$ cat src/hcb_pkg.sv
// Shared types and constants for the Huffman code builder.
package hcb_pkg;

    // Fixed field widths of the input and result words.
    localparam int SYM_BITS       = 3;
    localparam int IN_WEIGHT_BITS = 16;
    localparam int CODE_BITS      = 7;
    localparam int LEN_BITS       = 3;

    // Width that holds any node or leaf index for up to sixteen symbols.
    localparam int IDX_EXT_BITS   = 5;

    // Operation codes carried in the mode field.
    localparam logic MODE_LOAD    = 1'b0;
    localparam logic MODE_ENCODE  = 1'b1;

    typedef struct packed {
        logic                      mode;
        logic [SYM_BITS-1:0]       symbol;
        logic [IN_WEIGHT_BITS-1:0] weight;
        logic                      last;
    } t_in_word;

    typedef struct packed {
        logic [SYM_BITS-1:0]  out_symbol;
        logic [CODE_BITS-1:0] code_bits;
        logic [LEN_BITS-1:0]  code_length;
        logic                 found;
    } t_out_word;

    // Commands from the controller to the datapath.
    typedef struct packed {
        logic load_weight;
        logic lookup;
        logic build_start;
        logic scan_issue;
        logic merge;
        logic walk_step;
        logic leaf_write;
        logic set_ready;
    } t_cmd;

    // Status from the datapath back to the controller.
    typedef struct packed {
        logic scan_last;
        logic merge_last;
        logic at_root;
        logic leaf_last;
        logic out_blocked;
    } t_status;

endpackage

$ cat src/huffman_code_builder_unit.sv
// Top level of the Huffman code builder: controller, datapath and ports.
// Weight loads and code lookups take one word per cycle while idle and the result register is
// not blocked; a lookup result appears in the output register in the cycle after acceptance.
// A weight marked last starts the tree build, which stalls input; each merge scans the nodes
// one per cycle through the weight RAM read port, then a leaf-to-root walk builds each code.
// Reset clears the controller and tree state; lookups report not found until a build ends.
module huffman_code_builder_unit #(
    parameter int NUM_SYMBOLS = 8,
    parameter int WEIGHT_BITS = 16
) (
    input  logic               i_clk,
    input  logic               i_rst_n,
    input  logic               i_in_valid,
    output logic               o_in_stall,
    input  hcb_pkg::t_in_word  i_in_word,
    output logic               o_out_valid,
    input  logic               i_out_stall,
    output hcb_pkg::t_out_word o_out_word
);
    import hcb_pkg::*;

    t_cmd    cmd;
    t_status status;

    // Sequencing.
    hcb_ctrl u_ctrl (
        .i_clk      (i_clk),
        .i_rst_n    (i_rst_n),
        .i_in_valid (i_in_valid),
        .i_in_word  (i_in_word),
        .i_status   (status),
        .o_cmd      (cmd),
        .o_in_stall (o_in_stall)
    );

    // Storage and arithmetic.
    hcb_datapath #(
        .NUM_SYMBOLS (NUM_SYMBOLS),
        .WEIGHT_BITS (WEIGHT_BITS)
    ) u_datapath (
        .i_clk       (i_clk),
        .i_rst_n     (i_rst_n),
        .i_in_word   (i_in_word),
        .i_cmd       (cmd),
        .o_status    (status),
        .i_out_stall (i_out_stall),
        .o_out_valid (o_out_valid),
        .o_out_word  (o_out_word)
    );

endmodule

$ cat src/hcb_ram.sv
// Generic simple dual-port RAM with one write port and a registered read port.
module hcb_ram #(
    parameter int WIDTH = 16,
    parameter int DEPTH = 16
) (
    input  logic                     i_clk,
    input  logic                     i_wr_en,
    input  logic [$clog2(DEPTH)-1:0] i_wr_addr,
    input  logic [WIDTH-1:0]         i_wr_data,
    input  logic                     i_rd_en,
    input  logic [$clog2(DEPTH)-1:0] i_rd_addr,
    output logic [WIDTH-1:0]         o_rd_data
);

    logic [WIDTH-1:0] r_mem [DEPTH];
    logic [WIDTH-1:0] r_rd_data;

    // Write port and registered read port.
    always_ff @(posedge i_clk) begin
        if (i_wr_en) begin
            r_mem[i_wr_addr] <= i_wr_data;
        end
        if (i_rd_en) begin
            r_rd_data <= r_mem[i_rd_addr];
        end
    end

    assign o_rd_data = r_rd_data;

endmodule

$ cat src/hcb_ctrl.sv
// Controller state machine that sequences loads, lookups, tree merges and the code walk.
module hcb_ctrl (
    input  logic              i_clk,
    input  logic              i_rst_n,
    input  logic              i_in_valid,
    input  hcb_pkg::t_in_word i_in_word,
    input  hcb_pkg::t_status  i_status,
    output hcb_pkg::t_cmd     o_cmd,
    output logic              o_in_stall
);
    import hcb_pkg::*;

    localparam logic [2:0] S_IDLE  = 3'd0;
    localparam logic [2:0] S_SCAN  = 3'd1;
    localparam logic [2:0] S_DRAIN = 3'd2;
    localparam logic [2:0] S_MERGE = 3'd3;
    localparam logic [2:0] S_WALK  = 3'd4;

    logic [2:0] r_state;
    logic [2:0] n_state;
    logic       in_accept;

    // Words are taken only when idle and the result register can make room.
    assign o_in_stall = (r_state != S_IDLE) || i_status.out_blocked;
    assign in_accept  = i_in_valid && !o_in_stall;

    // Next state and command decode.
    always_comb begin
        o_cmd   = '0;
        n_state = r_state;
        unique case (r_state)
            S_IDLE: begin
                o_cmd.load_weight = in_accept && (i_in_word.mode == MODE_LOAD);
                o_cmd.lookup      = in_accept && (i_in_word.mode == MODE_ENCODE);
                if (o_cmd.load_weight && i_in_word.last) begin
                    o_cmd.build_start = 1'b1;
                    n_state           = S_SCAN;
                end
            end
            S_SCAN: begin
                o_cmd.scan_issue = 1'b1;
                if (i_status.scan_last) begin
                    n_state = S_DRAIN;
                end
            end
            S_DRAIN: begin
                // The last read of the scan is compared in this cycle.
                n_state = S_MERGE;
            end
            S_MERGE: begin
                o_cmd.merge = 1'b1;
                n_state     = i_status.merge_last ? S_WALK : S_SCAN;
            end
            S_WALK: begin
                if (i_status.at_root) begin
                    o_cmd.leaf_write = 1'b1;
                    if (i_status.leaf_last) begin
                        o_cmd.set_ready = 1'b1;
                        n_state         = S_IDLE;
                    end
                end else begin
                    o_cmd.walk_step = 1'b1;
                end
            end
            default: begin
                n_state = S_IDLE;
            end
        endcase
    end

    // State register.
    always_ff @(posedge i_clk) begin
        if (!i_rst_n) begin
            r_state <= S_IDLE;
        end else begin
            r_state <= n_state;
        end
    end

    a_build_enters_scan: assert property (@(posedge i_clk) disable iff (!i_rst_n)
        o_cmd.build_start |=> (r_state == S_SCAN))
        else $error("Build start did not enter the scan phase.");

    a_ready_returns_idle: assert property (@(posedge i_clk) disable iff (!i_rst_n)
        o_cmd.set_ready |=> (r_state == S_IDLE))
        else $error("Finished build did not return to idle.");

    a_merge_after_drain: assert property (@(posedge i_clk) disable iff (!i_rst_n)
        (r_state == S_MERGE) |-> ($past(r_state) == S_DRAIN))
        else $error("Merge entered without draining the scan.");

endmodule

$ cat src/hcb_datapath.sv
// Datapath: weight store, minimum search, tree arrays, code walk and the result register.
module hcb_datapath #(
    parameter int NUM_SYMBOLS = 8,
    parameter int WEIGHT_BITS = 16
) (
    input  logic               i_clk,
    input  logic               i_rst_n,
    input  hcb_pkg::t_in_word  i_in_word,
    input  hcb_pkg::t_cmd      i_cmd,
    output hcb_pkg::t_status   o_status,
    input  logic               i_out_stall,
    output logic               o_out_valid,
    output hcb_pkg::t_out_word o_out_word
);
    import hcb_pkg::*;

    localparam int NODE_COUNT = 2 * NUM_SYMBOLS - 1;
    localparam int NODE_W     = $clog2(NODE_COUNT);
    localparam int LEAF_W     = $clog2(NUM_SYMBOLS);
    localparam int LEN_W      = $clog2(NUM_SYMBOLS);
    localparam int NW         = WEIGHT_BITS + $clog2(NUM_SYMBOLS);
    localparam logic [NODE_W-1:0] ROOT = NODE_W'(NODE_COUNT - 1);

    // Tree structure, cleared at reset and at the start of every build.
    logic              r_node_used     [NODE_COUNT];
    logic [NODE_W-1:0] r_node_parent   [NODE_COUNT];
    logic              r_node_is_right [NODE_COUNT];

    // Stored codes per leaf.
    logic [CODE_BITS-1:0] r_leaf_code [NUM_SYMBOLS];
    logic [LEN_BITS-1:0]  r_leaf_len  [NUM_SYMBOLS];

    // Build counters and search state.
    logic [NODE_W-1:0] r_merge_idx;
    logic [NODE_W-1:0] r_scan_addr;
    logic [NODE_W-1:0] r_scan_node;
    logic              r_rd_valid;
    logic              r_have1;
    logic              r_have2;
    logic [NW-1:0]     r_min1_w;
    logic [NW-1:0]     r_min2_w;
    logic [NODE_W-1:0] r_min1_idx;
    logic [NODE_W-1:0] r_min2_idx;

    // Code walk state.
    logic [LEAF_W-1:0]    r_leaf_idx;
    logic [NODE_W-1:0]    r_walk_node;
    logic [LEN_W-1:0]     r_walk_len;
    logic [CODE_BITS-1:0] r_walk_code;

    logic      r_tree_ready;
    logic      r_out_valid;
    t_out_word r_out_word;

    logic [IDX_EXT_BITS-1:0] sym_ext;
    logic                    sym_in_range;
    logic [31:0]             weight_ext;
    logic [IDX_EXT_BITS-1:0] len_ext;
    logic [LEAF_W-1:0]       leaf_next;
    logic [NW:0]             merge_sum;
    logic                    ram_wr_en;
    logic [NODE_W-1:0]       ram_wr_addr;
    logic [NW-1:0]           ram_wr_data;
    logic [NW-1:0]           ram_rd_data;
    logic                    cand;
    logic                    take1;
    logic                    take2;

    // Input decode.
    assign sym_ext      = IDX_EXT_BITS'(i_in_word.symbol);
    assign sym_in_range = sym_ext < IDX_EXT_BITS'(NUM_SYMBOLS);
    assign weight_ext   = 32'(i_in_word.weight);
    assign len_ext      = IDX_EXT_BITS'(r_walk_len);
    assign leaf_next    = r_leaf_idx + LEAF_W'(1);
    assign merge_sum    = {1'b0, r_min1_w} + {1'b0, r_min2_w};

    // Node weight store: leaves are written by loads, merged nodes by the build.
    assign ram_wr_en   = (i_cmd.load_weight && sym_in_range) || i_cmd.merge;
    assign ram_wr_addr = i_cmd.merge ? r_merge_idx : sym_ext[NODE_W-1:0];
    assign ram_wr_data = i_cmd.merge ? merge_sum[NW-1:0]
                                     : NW'(weight_ext[WEIGHT_BITS-1:0]);

    hcb_ram #(
        .WIDTH (NW),
        .DEPTH (NODE_COUNT)
    ) u_weight_ram (
        .i_clk     (i_clk),
        .i_wr_en   (ram_wr_en),
        .i_wr_addr (ram_wr_addr),
        .i_wr_data (ram_wr_data),
        .i_rd_en   (i_cmd.scan_issue),
        .i_rd_addr (r_scan_addr),
        .o_rd_data (ram_rd_data)
    );

    // Running two-minimum search; strict compares keep ties on the lower index.
    assign cand  = r_rd_valid && !r_node_used[r_scan_node];
    assign take1 = cand && (!r_have1 || (ram_rd_data < r_min1_w));
    assign take2 = cand && !take1 && (!r_have2 || (ram_rd_data < r_min2_w));

    // Status to the controller.
    assign o_status.scan_last   = (r_scan_addr == (r_merge_idx - NODE_W'(1)));
    assign o_status.merge_last  = (r_merge_idx == ROOT);
    assign o_status.at_root     = (r_walk_node == ROOT);
    assign o_status.leaf_last   = (r_leaf_idx == LEAF_W'(NUM_SYMBOLS - 1));
    assign o_status.out_blocked = r_out_valid && i_out_stall;

    // Control state: counters, flags and tree structure.
    always_ff @(posedge i_clk) begin
        if (!i_rst_n) begin
            for (int n = 0; n < NODE_COUNT; n++) begin
                r_node_used[n]     <= 1'b0;
                r_node_parent[n]   <= '0;
                r_node_is_right[n] <= 1'b0;
            end
            r_merge_idx  <= '0;
            r_scan_addr  <= '0;
            r_rd_valid   <= 1'b0;
            r_have1      <= 1'b0;
            r_have2      <= 1'b0;
            r_leaf_idx   <= '0;
            r_walk_node  <= '0;
            r_walk_len   <= '0;
            r_tree_ready <= 1'b0;
            r_out_valid  <= 1'b0;
        end else begin
            r_rd_valid <= i_cmd.scan_issue;
            if (i_cmd.scan_issue) begin
                r_scan_addr <= r_scan_addr + NODE_W'(1);
            end

            if (i_cmd.build_start) begin
                for (int n = 0; n < NODE_COUNT; n++) begin
                    r_node_used[n]     <= 1'b0;
                    r_node_parent[n]   <= '0;
                    r_node_is_right[n] <= 1'b0;
                end
                r_merge_idx <= NODE_W'(NUM_SYMBOLS);
                r_scan_addr <= '0;
                r_have1     <= 1'b0;
                r_have2     <= 1'b0;
                r_leaf_idx  <= '0;
            end else if (i_cmd.merge) begin
                // First pick becomes the left child, second the right child.
                r_node_used[r_min1_idx]     <= 1'b1;
                r_node_used[r_min2_idx]     <= 1'b1;
                r_node_parent[r_min1_idx]   <= r_merge_idx;
                r_node_parent[r_min2_idx]   <= r_merge_idx;
                r_node_is_right[r_min1_idx] <= 1'b0;
                r_node_is_right[r_min2_idx] <= 1'b1;
                r_merge_idx                 <= r_merge_idx + NODE_W'(1);
                r_scan_addr                 <= '0;
                r_have1                     <= 1'b0;
                r_have2                     <= 1'b0;
                r_walk_node                 <= NODE_W'(r_leaf_idx);
                r_walk_len                  <= '0;
            end else if (take1) begin
                r_have1 <= 1'b1;
                r_have2 <= r_have1;
            end else if (take2) begin
                r_have2 <= 1'b1;
            end

            // Walk from a leaf up to the root, then move on to the next leaf.
            if (i_cmd.walk_step) begin
                r_walk_node <= r_node_parent[r_walk_node];
                r_walk_len  <= r_walk_len + LEN_W'(1);
            end else if (i_cmd.leaf_write) begin
                r_leaf_idx  <= leaf_next;
                r_walk_node <= NODE_W'(leaf_next);
                r_walk_len  <= '0;
            end

            if (i_cmd.load_weight) begin
                r_tree_ready <= 1'b0;
            end else if (i_cmd.set_ready) begin
                r_tree_ready <= 1'b1;
            end

            if (i_cmd.lookup) begin
                r_out_valid <= 1'b1;
            end else if (!i_out_stall) begin
                r_out_valid <= 1'b0;
            end
        end
    end

    // Payload registers: minima, code under construction, code table and result word.
    always_ff @(posedge i_clk) begin
        if (i_cmd.scan_issue) begin
            r_scan_node <= r_scan_addr;
        end

        if (take1) begin
            r_min2_w   <= r_min1_w;
            r_min2_idx <= r_min1_idx;
            r_min1_w   <= ram_rd_data;
            r_min1_idx <= r_scan_node;
        end else if (take2) begin
            r_min2_w   <= ram_rd_data;
            r_min2_idx <= r_scan_node;
        end

        // Code bits collect leaf first; only the low bits are kept.
        if (i_cmd.merge || i_cmd.leaf_write) begin
            r_walk_code <= '0;
        end else if (i_cmd.walk_step && (len_ext < IDX_EXT_BITS'(CODE_BITS))) begin
            r_walk_code[len_ext[LEN_BITS-1:0]] <= r_node_is_right[r_walk_node];
        end

        if (i_cmd.leaf_write) begin
            r_leaf_code[r_leaf_idx] <= r_walk_code;
            r_leaf_len[r_leaf_idx]  <= len_ext[LEN_BITS-1:0];
        end

        if (i_cmd.lookup) begin
            r_out_word.out_symbol <= i_in_word.symbol;
            if (r_tree_ready && sym_in_range) begin
                r_out_word.code_bits   <= r_leaf_code[sym_ext[LEAF_W-1:0]];
                r_out_word.code_length <= r_leaf_len[sym_ext[LEAF_W-1:0]];
                r_out_word.found       <= 1'b1;
            end else begin
                r_out_word.code_bits   <= '0;
                r_out_word.code_length <= '0;
                r_out_word.found       <= 1'b0;
            end
        end
    end

    assign o_out_valid = r_out_valid;
    assign o_out_word  = r_out_word;

    a_merge_has_two: assert property (@(posedge i_clk) disable iff (!i_rst_n)
        i_cmd.merge |-> (r_have1 && r_have2))
        else $error("Merge issued without two unused nodes.");

    a_merge_distinct: assert property (@(posedge i_clk) disable iff (!i_rst_n)
        i_cmd.merge |-> (r_min1_idx != r_min2_idx))
        else $error("Merge picked the same node twice.");

    a_walk_bounded: assert property (@(posedge i_clk) disable iff (!i_rst_n)
        i_cmd.walk_step |-> (32'(r_walk_len) < (NUM_SYMBOLS - 1)))
        else $error("Code walk ran deeper than the tree can be.");

endmodule
$ cat config.mk
export PLATFORM = sky130hd
export DESIGN_NAME = huffman_code_builder_unit
export DESIGN_NICKNAME = d
export VERILOG_FILES = /design/src/hcb_pkg.sv /design/src/huffman_code_builder_unit.sv /design/src/hcb_ram.sv /design/src/hcb_ctrl.sv /design/src/hcb_datapath.sv
export SDC_FILE = /design/constraint.sdc
export NUM_CORES = 1
export LEC_CHECK = 0
export BUFFER_PORTS_ARGS = -buffer_cell sky130_fd_sc_hd__buf_2
export CAP_MARGIN = 20
export CORE_AREA = 10 10 304 277
export CTS_CLUSTER_SIZE = 10
export DETAILED_ROUTE_END_ITERATION = 12
export DIE_AREA = 0 0 314 287
export GPL_TIMING_DRIVEN = 0
export PLACE_DENSITY = 0.59
export SLEW_MARGIN = 20
export SYNTH_ARGS = -nofsm -noshare
export SYNTH_HDL_FRONTEND = slang
export SYNTH_SLANG_ARGS = --single-unit
$ cat constraint.sdc
create_clock -name i_clk -period 4.2 [get_ports i_clk]
set_clock_uncertainty 0.15 [all_clocks]
set_input_delay 0.42 -clock i_clk [delete_from_list [all_inputs] [get_ports i_clk]]
set_output_delay 0.42 -clock i_clk [all_outputs]
set_load 0.02 [all_outputs]
---- Word-level counts from Yosys, hierarchy flattened ----
Memory sizes are Yosys's and may differ from the RTL's. A register that Yosys moved wholly into a read port is not among the register bits.
Cells that the tools add are included.
cells by class
  $add $sub $neg .......................... 6
  multipliers ............................. 0
  div/mod/pow operators ................... 0
  order comparisons ....................... 6
  equality and inequality tests ........... 14
  shift-type cells ........................ 0
  multiplexer cells ....................... 121
  bitwise logic cells ..................... 47
  reductions and logical operators ........ 41
operators with widths
  cell                                                                    number
  4-bit 2-to-1 mux                                                        37
  1-bit 2-to-1 mux                                                        63
  19-bit 2-to-1 mux                                                       3
  1-bit OR                                                                45
  3-bit 2-to-1 mux                                                        14
  19-bit < comparator                                                     2
  19-bit adder                                                            1
  3-bit one-hot mux with 5 select lines                                   1
  1-bit logical AND                                                       13
  4-bit by 1-bit adder with 4-bit output (second input constant)          2
  4-bit equality test (second input constant)                             2
  3-bit by 4-bit < comparator with 1-bit output (second input constant)   2
  4-bit OR reduction                                                      2
  7-bit bitwise mux                                                       1
  1-bit logical NOT                                                       7
  3-bit by 1-bit adder with 3-bit output (second input constant)          2
  3-bit by 2-bit equality test with 1-bit output (second input constant)  2
  3-bit equality test (second input constant)                             2
  2-bit != test (second input constant)                                   3
  3-bit nonzero test                                                      2
  1-bit logical OR                                                        5
  4-bit equality test                                                     1
  2-bit by 1-bit != test with 1-bit output (second input constant)        2
  4-bit AND reduction                                                     1
  14 further kinds                                                        20
word-level totals
  register bits after elaboration ......... 87
  latch bits .............................. 0
  RAM bits ................................ 455
  bits in read-only memories .............. 0
  input port bits ......................... 25
  output and inout bits ................... 16
  word-level logic and storage cells ...... 261
  memories ................................ 6
memories
  name                           depth  bits a word  rd ports  clocked after memory_dff  wr ports  line                source
  u_datapath.u_weight_ram.r_mem  15     19           1         1                         1         hcb_ram.sv:15       logic [WIDTH-1:0] r_mem [DEPTH];
  u_datapath.r_node_parent       15     4            1         1                         15        hcb_datapath.sv:26  logic [NODE_W-1:0] r_node_parent [NODE_COUNT];
  u_datapath.r_leaf_code         8      7            1         1                         1         hcb_datapath.sv:30  logic [CODE_BITS-1:0] r_leaf_code [NUM_SYMBOLS];
  u_datapath.r_leaf_len          8      3            1         1                         1         hcb_datapath.sv:31  logic [LEN_BITS-1:0] r_leaf_len [NUM_SYMBOLS];
  u_datapath.r_node_is_right     15     1            1         1                         15        hcb_datapath.sv:27  logic r_node_is_right [NODE_COUNT];
  u_datapath.r_node_used         15     1            1         1                         15        hcb_datapath.sv:25  logic r_node_used [NODE_COUNT];

---- Depth between registers and ports, before layout ----
  word-level depth ........................ 13
  mapped depth ............................ 10
  gate-level depth less buffers ........... 8

---- Modules after synthesis ----
From an unflattened synthesis, not the netlist that was laid out.
second synthesis, totals
  cell total of the unflattened synthesis .. 1597
  area total of the unflattened synthesis .. 25204.2 um2
by module, submodules not included
  module        instances  cells each  area an instance (um2)  seq. area each (um2)
  hcb_datapath  1          1027        13447.9                 7647.3
  hcb_ram       1          543         11531.1                 9128.8
  hcb_ctrl      1          27          225.2                   60.1

---- Worst setup path before layout ----
OpenSTA, ideal clock, no wires.
  path kind ............................... register to register
  start ................................... reg u_datapath.u_weight_ram.r_rd_data[14], in the netlist u_datapath.u_weight_ram.o_rd_data[14], read port of u_datapath.u_weight_ram.r_mem
  end ..................................... reg u_datapath.r_min2_idx[0] (enable)
  library setup time ...................... 0.417 ns
  arrival time ............................ 3.433 ns
  data required time ...................... 3.633 ns
  setup slack ............................. 0.200 ns
  stages on the path, launching flop included .. 9
  buffers on the path ..................... 2
  clock period less this slack ............ 4.000 ns
  cell sequence ........................... edfxtp_1 > ha_1 > and3_1 > a32o_1 > o311a_1 > or2_2 > clkbuf_1 > buf_2 > a41oi_1
on the way
  cells in the longest elaborated chain, start to end .. 7
  elaborated cells between the ends (all ways) .. 9
  classes of those cells .................. order compare: 2; reduce/logical: 7
ends and longest elaborated chain
  what                                   line                 source
  start, declared                        hcb_ram.sv:16        logic [WIDTH-1:0] r_rd_data;
  19-bit < comparator                    hcb_datapath.sv:98   assign take1 = cand && (!r_have1 || (ram_rd_data < r_min1_w));
  1-bit logical OR                       hcb_datapath.sv:98
  1-bit logical AND                      hcb_datapath.sv:98
  1-bit logical NOT                      hcb_datapath.sv:99   assign take2 = cand && !take1 && (!r_have2 || (ram_rd_data < r_min2_w));
  1-bit logical AND (2 in series)        hcb_datapath.sv:99
  2-bit nonzero test (no source line) *  -
  end signal, assigned                   hcb_datapath.sv:196  r_min2_idx <= r_min1_idx;
  end signal, assigned                   hcb_datapath.sv:201  r_min2_idx <= r_scan_node;
  end, declared                          hcb_datapath.sv:43   logic [NODE_W-1:0] r_min2_idx;
Mark *: on every way between the ends. The rest lies on a longest branch, timed or not.
A chain may end at the register's enable or synchronous reset.

---- Worst setup path in the final report ----
  start ................................... reg u_datapath.r_min1_w[1]
  end ..................................... mem u_datapath.u_weight_ram.r_mem[4][17] in the netlist's numbering (data pin)
on the way
  cells in the longest elaborated chain, start to end .. 2
ends and longest elaborated chain
  what                                  line                 source
  start, declared                       hcb_datapath.sv:40   logic [NW-1:0] r_min1_w;
  start signal, assigned                hcb_datapath.sv:197  r_min1_w <= ram_rd_data;
  19-bit adder                          hcb_datapath.sv:75   assign merge_sum = {1'b0, r_min1_w} + {1'b0, r_min2_w};
  19-bit 2-to-1 mux                     hcb_datapath.sv:80   assign ram_wr_data = i_cmd.merge ? merge_sum[NW-1:0]
  named net u_datapath.ram_wr_data[17]  hcb_datapath.sv:63   logic [NW-1:0] ram_wr_data;
  end, declared                         hcb_ram.sv:15
The timed path passes the listed nets, and every way through them passes these cells.

==> results.cfg <==
[routing]
drtAntennaViolNets = 0
wl_met1_um = 28800
wl_um = 63800
drc = 0
num_vias = 15100
dr_wl_met2_um = 29800
highest_layer = met4
wl_per_cell_um = 22.0
dr.pass1.iters = 7
route.met3.wl_um = 3730
drt_iter0_drc = 1408
via_per_inst = 5.21

[sta]
max_freq_mhz = 251
tightest_slew_ps = 1070
finalHoldViolCount = 0
setup_viol = 0
fin_crit_sh = 0.947
rsz0062_at_grt = no
hold-worst-slack_ps = 75.9
finalWorstSetupSlack_ps = 222
slew_viol_final = 0
maxSlewHeadroom = 0.283
post-route-min-period_ps = 3980

[clocking]
clock-root-buffer = clkbuf_16
path_clk_slew_ps = 60
cts_setup_buffers = 0
clk_path_buf_depth = 3
htree_levels = 3
cts_buffers = 70
cts.sinks = 585
cts_tree = built
insertion_delay_ps = 610

[synth]
synth.top_cell.area_share = 0.603
netlist_area_mm2 = 0.0255
synth_warnings = 0
seq_area_frac_synth = 0.661
synth_edf_count = 512
postSynthCellCount = 1681
async_flop_share = 0
synth.area.top_cells = edfxtp_1 (60%), mux4_2 (11%), dfxtp_1 (5.7%)
synth_top_cell_by_area = edfxtp_1
synthesis.nets = 1768
ys_seq_elements = 585
synthFlopType = edfxtp_1
ys_types = 65
syn_area_per_cell_um2 = 15.2

[die]
io_pins = 41
die_x_um = 314
initial_utilization = 0.329
die_height_um = 287
num_rows = 97
core-area_mm2 = 0.0774
die-area_mm2 = 0.0901

[worst_setup_path]
crit_required_ps = 4320
reg2reg_slack_ps = 220
reg2reg_from = u_datapath.r_min1_w[1]$_DFFE_PP_
critPathLaunchType = flop
cp.arrival_ps = 4090
path_max_fanout = 15
endpoint_kind = flop
r2r_end = u_datapath.u_weight_ram.r_mem[4][17]$_DFFE_PP_
crit_type = flop to flop
reg2reg_depth = 7

[cells_and_area]
layout-drive-gt1-share = 0.188
syn2layout_area_growth_pct = 16.6
nets = 1910
antennaDiodeCount = 0
layout.area.seq_mm2 = 0.0168
multi_input_area_mm2 = 0.00829
nFillCells = 7272

[global_routing]
grt_max_degree = 28
grt_pass1_wl_um = 96000
grt_pass1_vias = 15300
grtUsageTotal = 0.140
antenna_found_initial = 0
grt_remaining_overflow = 0

[placement]
io_buffers = 40
dp_slack_ps = 158
finalWeightedCongestion = 0.888
hpwlAfterDp_um = 44700

[run_status]
status = finished clean

[power_and_ir_drop]
leakagePower_uw = 0.0100
vdd_ir_drop_max_v = 0.000297
p_per_area_mw_per_mm2 = 503

[worst_hold_path]
min_from = i_out_stall
holdPathStages = 3
whs_endpoint = u_datapath.o_out_valid$_SDFFE_PN0P_
hp-class = input port to flop

[job]
maxCapViolCount = 0
## per-stage QoR
| stage | cell area (um2) | utilization | setup TNS, ps | total power (uW) | cells |
|---|---|---|---|---|---|
| after floorplan | 25500 | - | 0 | 8710 | 1681 |
| after global placement | 27000 | 0.348 | -180150 | 9490 | 2760 |
| after detailed placement | 27700 | 0.357 | 0 | 9640 | 2787 |
| after CTS | 29700 | 0.383 | 0 | 15100 | 2900 |
| after global routing | 29700 | 0.384 | 0 | 15500 | 2900 |
| final | 29700 | 0.384 | 0 | 14900 | 2900 |
## how the worst max path moves through the flow
stage / startpoint / cells after the start / slack, ps / to
2_1_floorplan: u_datapath.u_weight_ram.o_rd_data[14]$_DFFE_PP_ / 8 / 200 / u_datapath.r_min2_idx[0]$_DFFE_PP_
3_5_place_dp: u_datapath.r_min1_w[1]$_DFFE_PP_ / 7 / 160 / u_datapath.u_weight_ram.r_mem[5][17]$_DFFE_PP_
3_3_place_gp: u_ctrl.r_state[1]$_SDFFE_PN0P_ / 7 / -1520 / u_datapath.u_weight_ram.r_mem[8][3]$_DFFE_PP_
5_1_grt: u_ctrl.r_state[1]$_SDFFE_PN0P_ / 8 / 160 / u_datapath.u_weight_ram.r_mem[8][18]$_DFFE_PP_
6_report: u_datapath.r_min1_w[1]$_DFFE_PP_ / 7 / 220 / u_datapath.u_weight_ram.r_mem[4][17]$_DFFE_PP_
4_1_cts: u_datapath.r_min1_w[1]$_DFFE_PP_ / 7 / 70 / u_datapath.u_weight_ram.r_mem[4][17]$_DFFE_PP_
## worst max-delay path, cell delays in order, from the launching register on
cell and delay, ps:
edfxtp_1 480, ha_1 320, a21oi_1 80, or3b_2 550, a31o_2 290, a2111oi_0 850
a211oi_1 170, mux2i_2 750
## cells in the mapped netlist (all sizes together), types with 7 or more instances
cell type    n
a21boi      14
nand2      182
and2        30
dfxtp       73
inv         50
nand3       45
a41oi        7
nor2        92
mux4       125
nand4        8
xnor2        7
o21a        10
nor3        19
clkbuf      58
nor2b       37
a21o        16
a32oi       19
a31oi        7
a32o         9
a21oi       44
edfxtp     512
mux2i       32
o22ai        7
and3        11
xor2        14
buf         30
o211ai      25
ha          61
o21ai       50
a22oi       10
nand2b      15
## area by class of cell
cell class                 count  area share
sequential                   585       0.567
multi-input combinational    958       0.279
clock buffer                  99      0.0633
tap                         1039      0.0438
timing repair buffer          70      0.0237
buffer                        88      0.0131
inverter                      50     0.00632
clock inverter                11     0.00409
## power breakdown
part           leakage (uW)  internal [uW]  switching, uW
sequential          0.00539           6730            230
combinational       0.00365            999           1570
clock              0.000962           3110           2290
total                0.0100          10800           4100
## logic make-up (layout without fill, tap and decap cells)
family	after synthesis	count (layout)	share of synthesized area
AO/OA/AOI/OAI	248	248	0.0669
buffers and inverters	138	318	0.0226
flip-flops	585	585	0.661
XOR/XNOR	21	21	0.00722
adder cells (fa/ha/maj)	62	62	0.0307
AND/OR/NAND/NOR	465	465	0.0861
multiplexers	162	162	0.126
## per-layer routing
layer  vias up  global-route usage
li1       6829                   -
met1      7682               0.194
met2       514               0.221
met3        89              0.0244
met4         0              0.0425
met5         -                   0
## registers in the layout (all words and copies together), names as in the netlist, 4 cells and up, named ones only
register	count
u_datapath.r_walk_code	7
u_datapath.r_walk_node	4
u_datapath.u_weight_ram.o_rd_data	19
u_datapath.r_node_is_right	16
u_datapath.u_weight_ram.r_mem	285
u_datapath.r_leaf_len	24
u_datapath.r_min1_w	19
u_datapath.r_min2_idx	4
u_datapath.o_out_word	14
u_datapath.r_leaf_code	56
u_datapath.r_scan_addr	4
u_datapath.r_node_parent	64
u_datapath.r_node_used	16
u_datapath.r_merge_idx	4
u_datapath.r_scan_node	4
u_datapath.r_min2_w	19
u_datapath.r_min1_idx	4
## repair_timing
action,CTS,global route
endpoints found under the setup margin,0,14
resized for setup,0,1
endpoints found under the hold margin,3,0
hold buffers,3,0
## layout by cell type (no fill, tap or decap), drive strengths merged, types with 10 or more instances in the layout
master | Yosys | final
nand2b | 15 | 15
nand3 | 45 | 45
ha | 61 | 61
a32oi | 19 | 19
clkbuf | 58 | 158
a21boi | 14 | 14
nor2 | 92 | 92
mux4 | 125 | 125
inv | 50 | 53
dfxtp | 73 | 73
xor2 | 14 | 14
and3 | 11 | 11
edfxtp | 512 | 512
a21o | 16 | 16
mux2i | 32 | 32
nor2b | 37 | 37
o21a | 10 | 10
a21oi | 44 | 44
o21ai | 50 | 50
and2 | 30 | 30
nor3 | 19 | 19
nand2 | 182 | 182
a22oi | 10 | 10
buf | 30 | 96
o211ai | 25 | 25
Note: power is estimated with default switching activity, not from simulation.
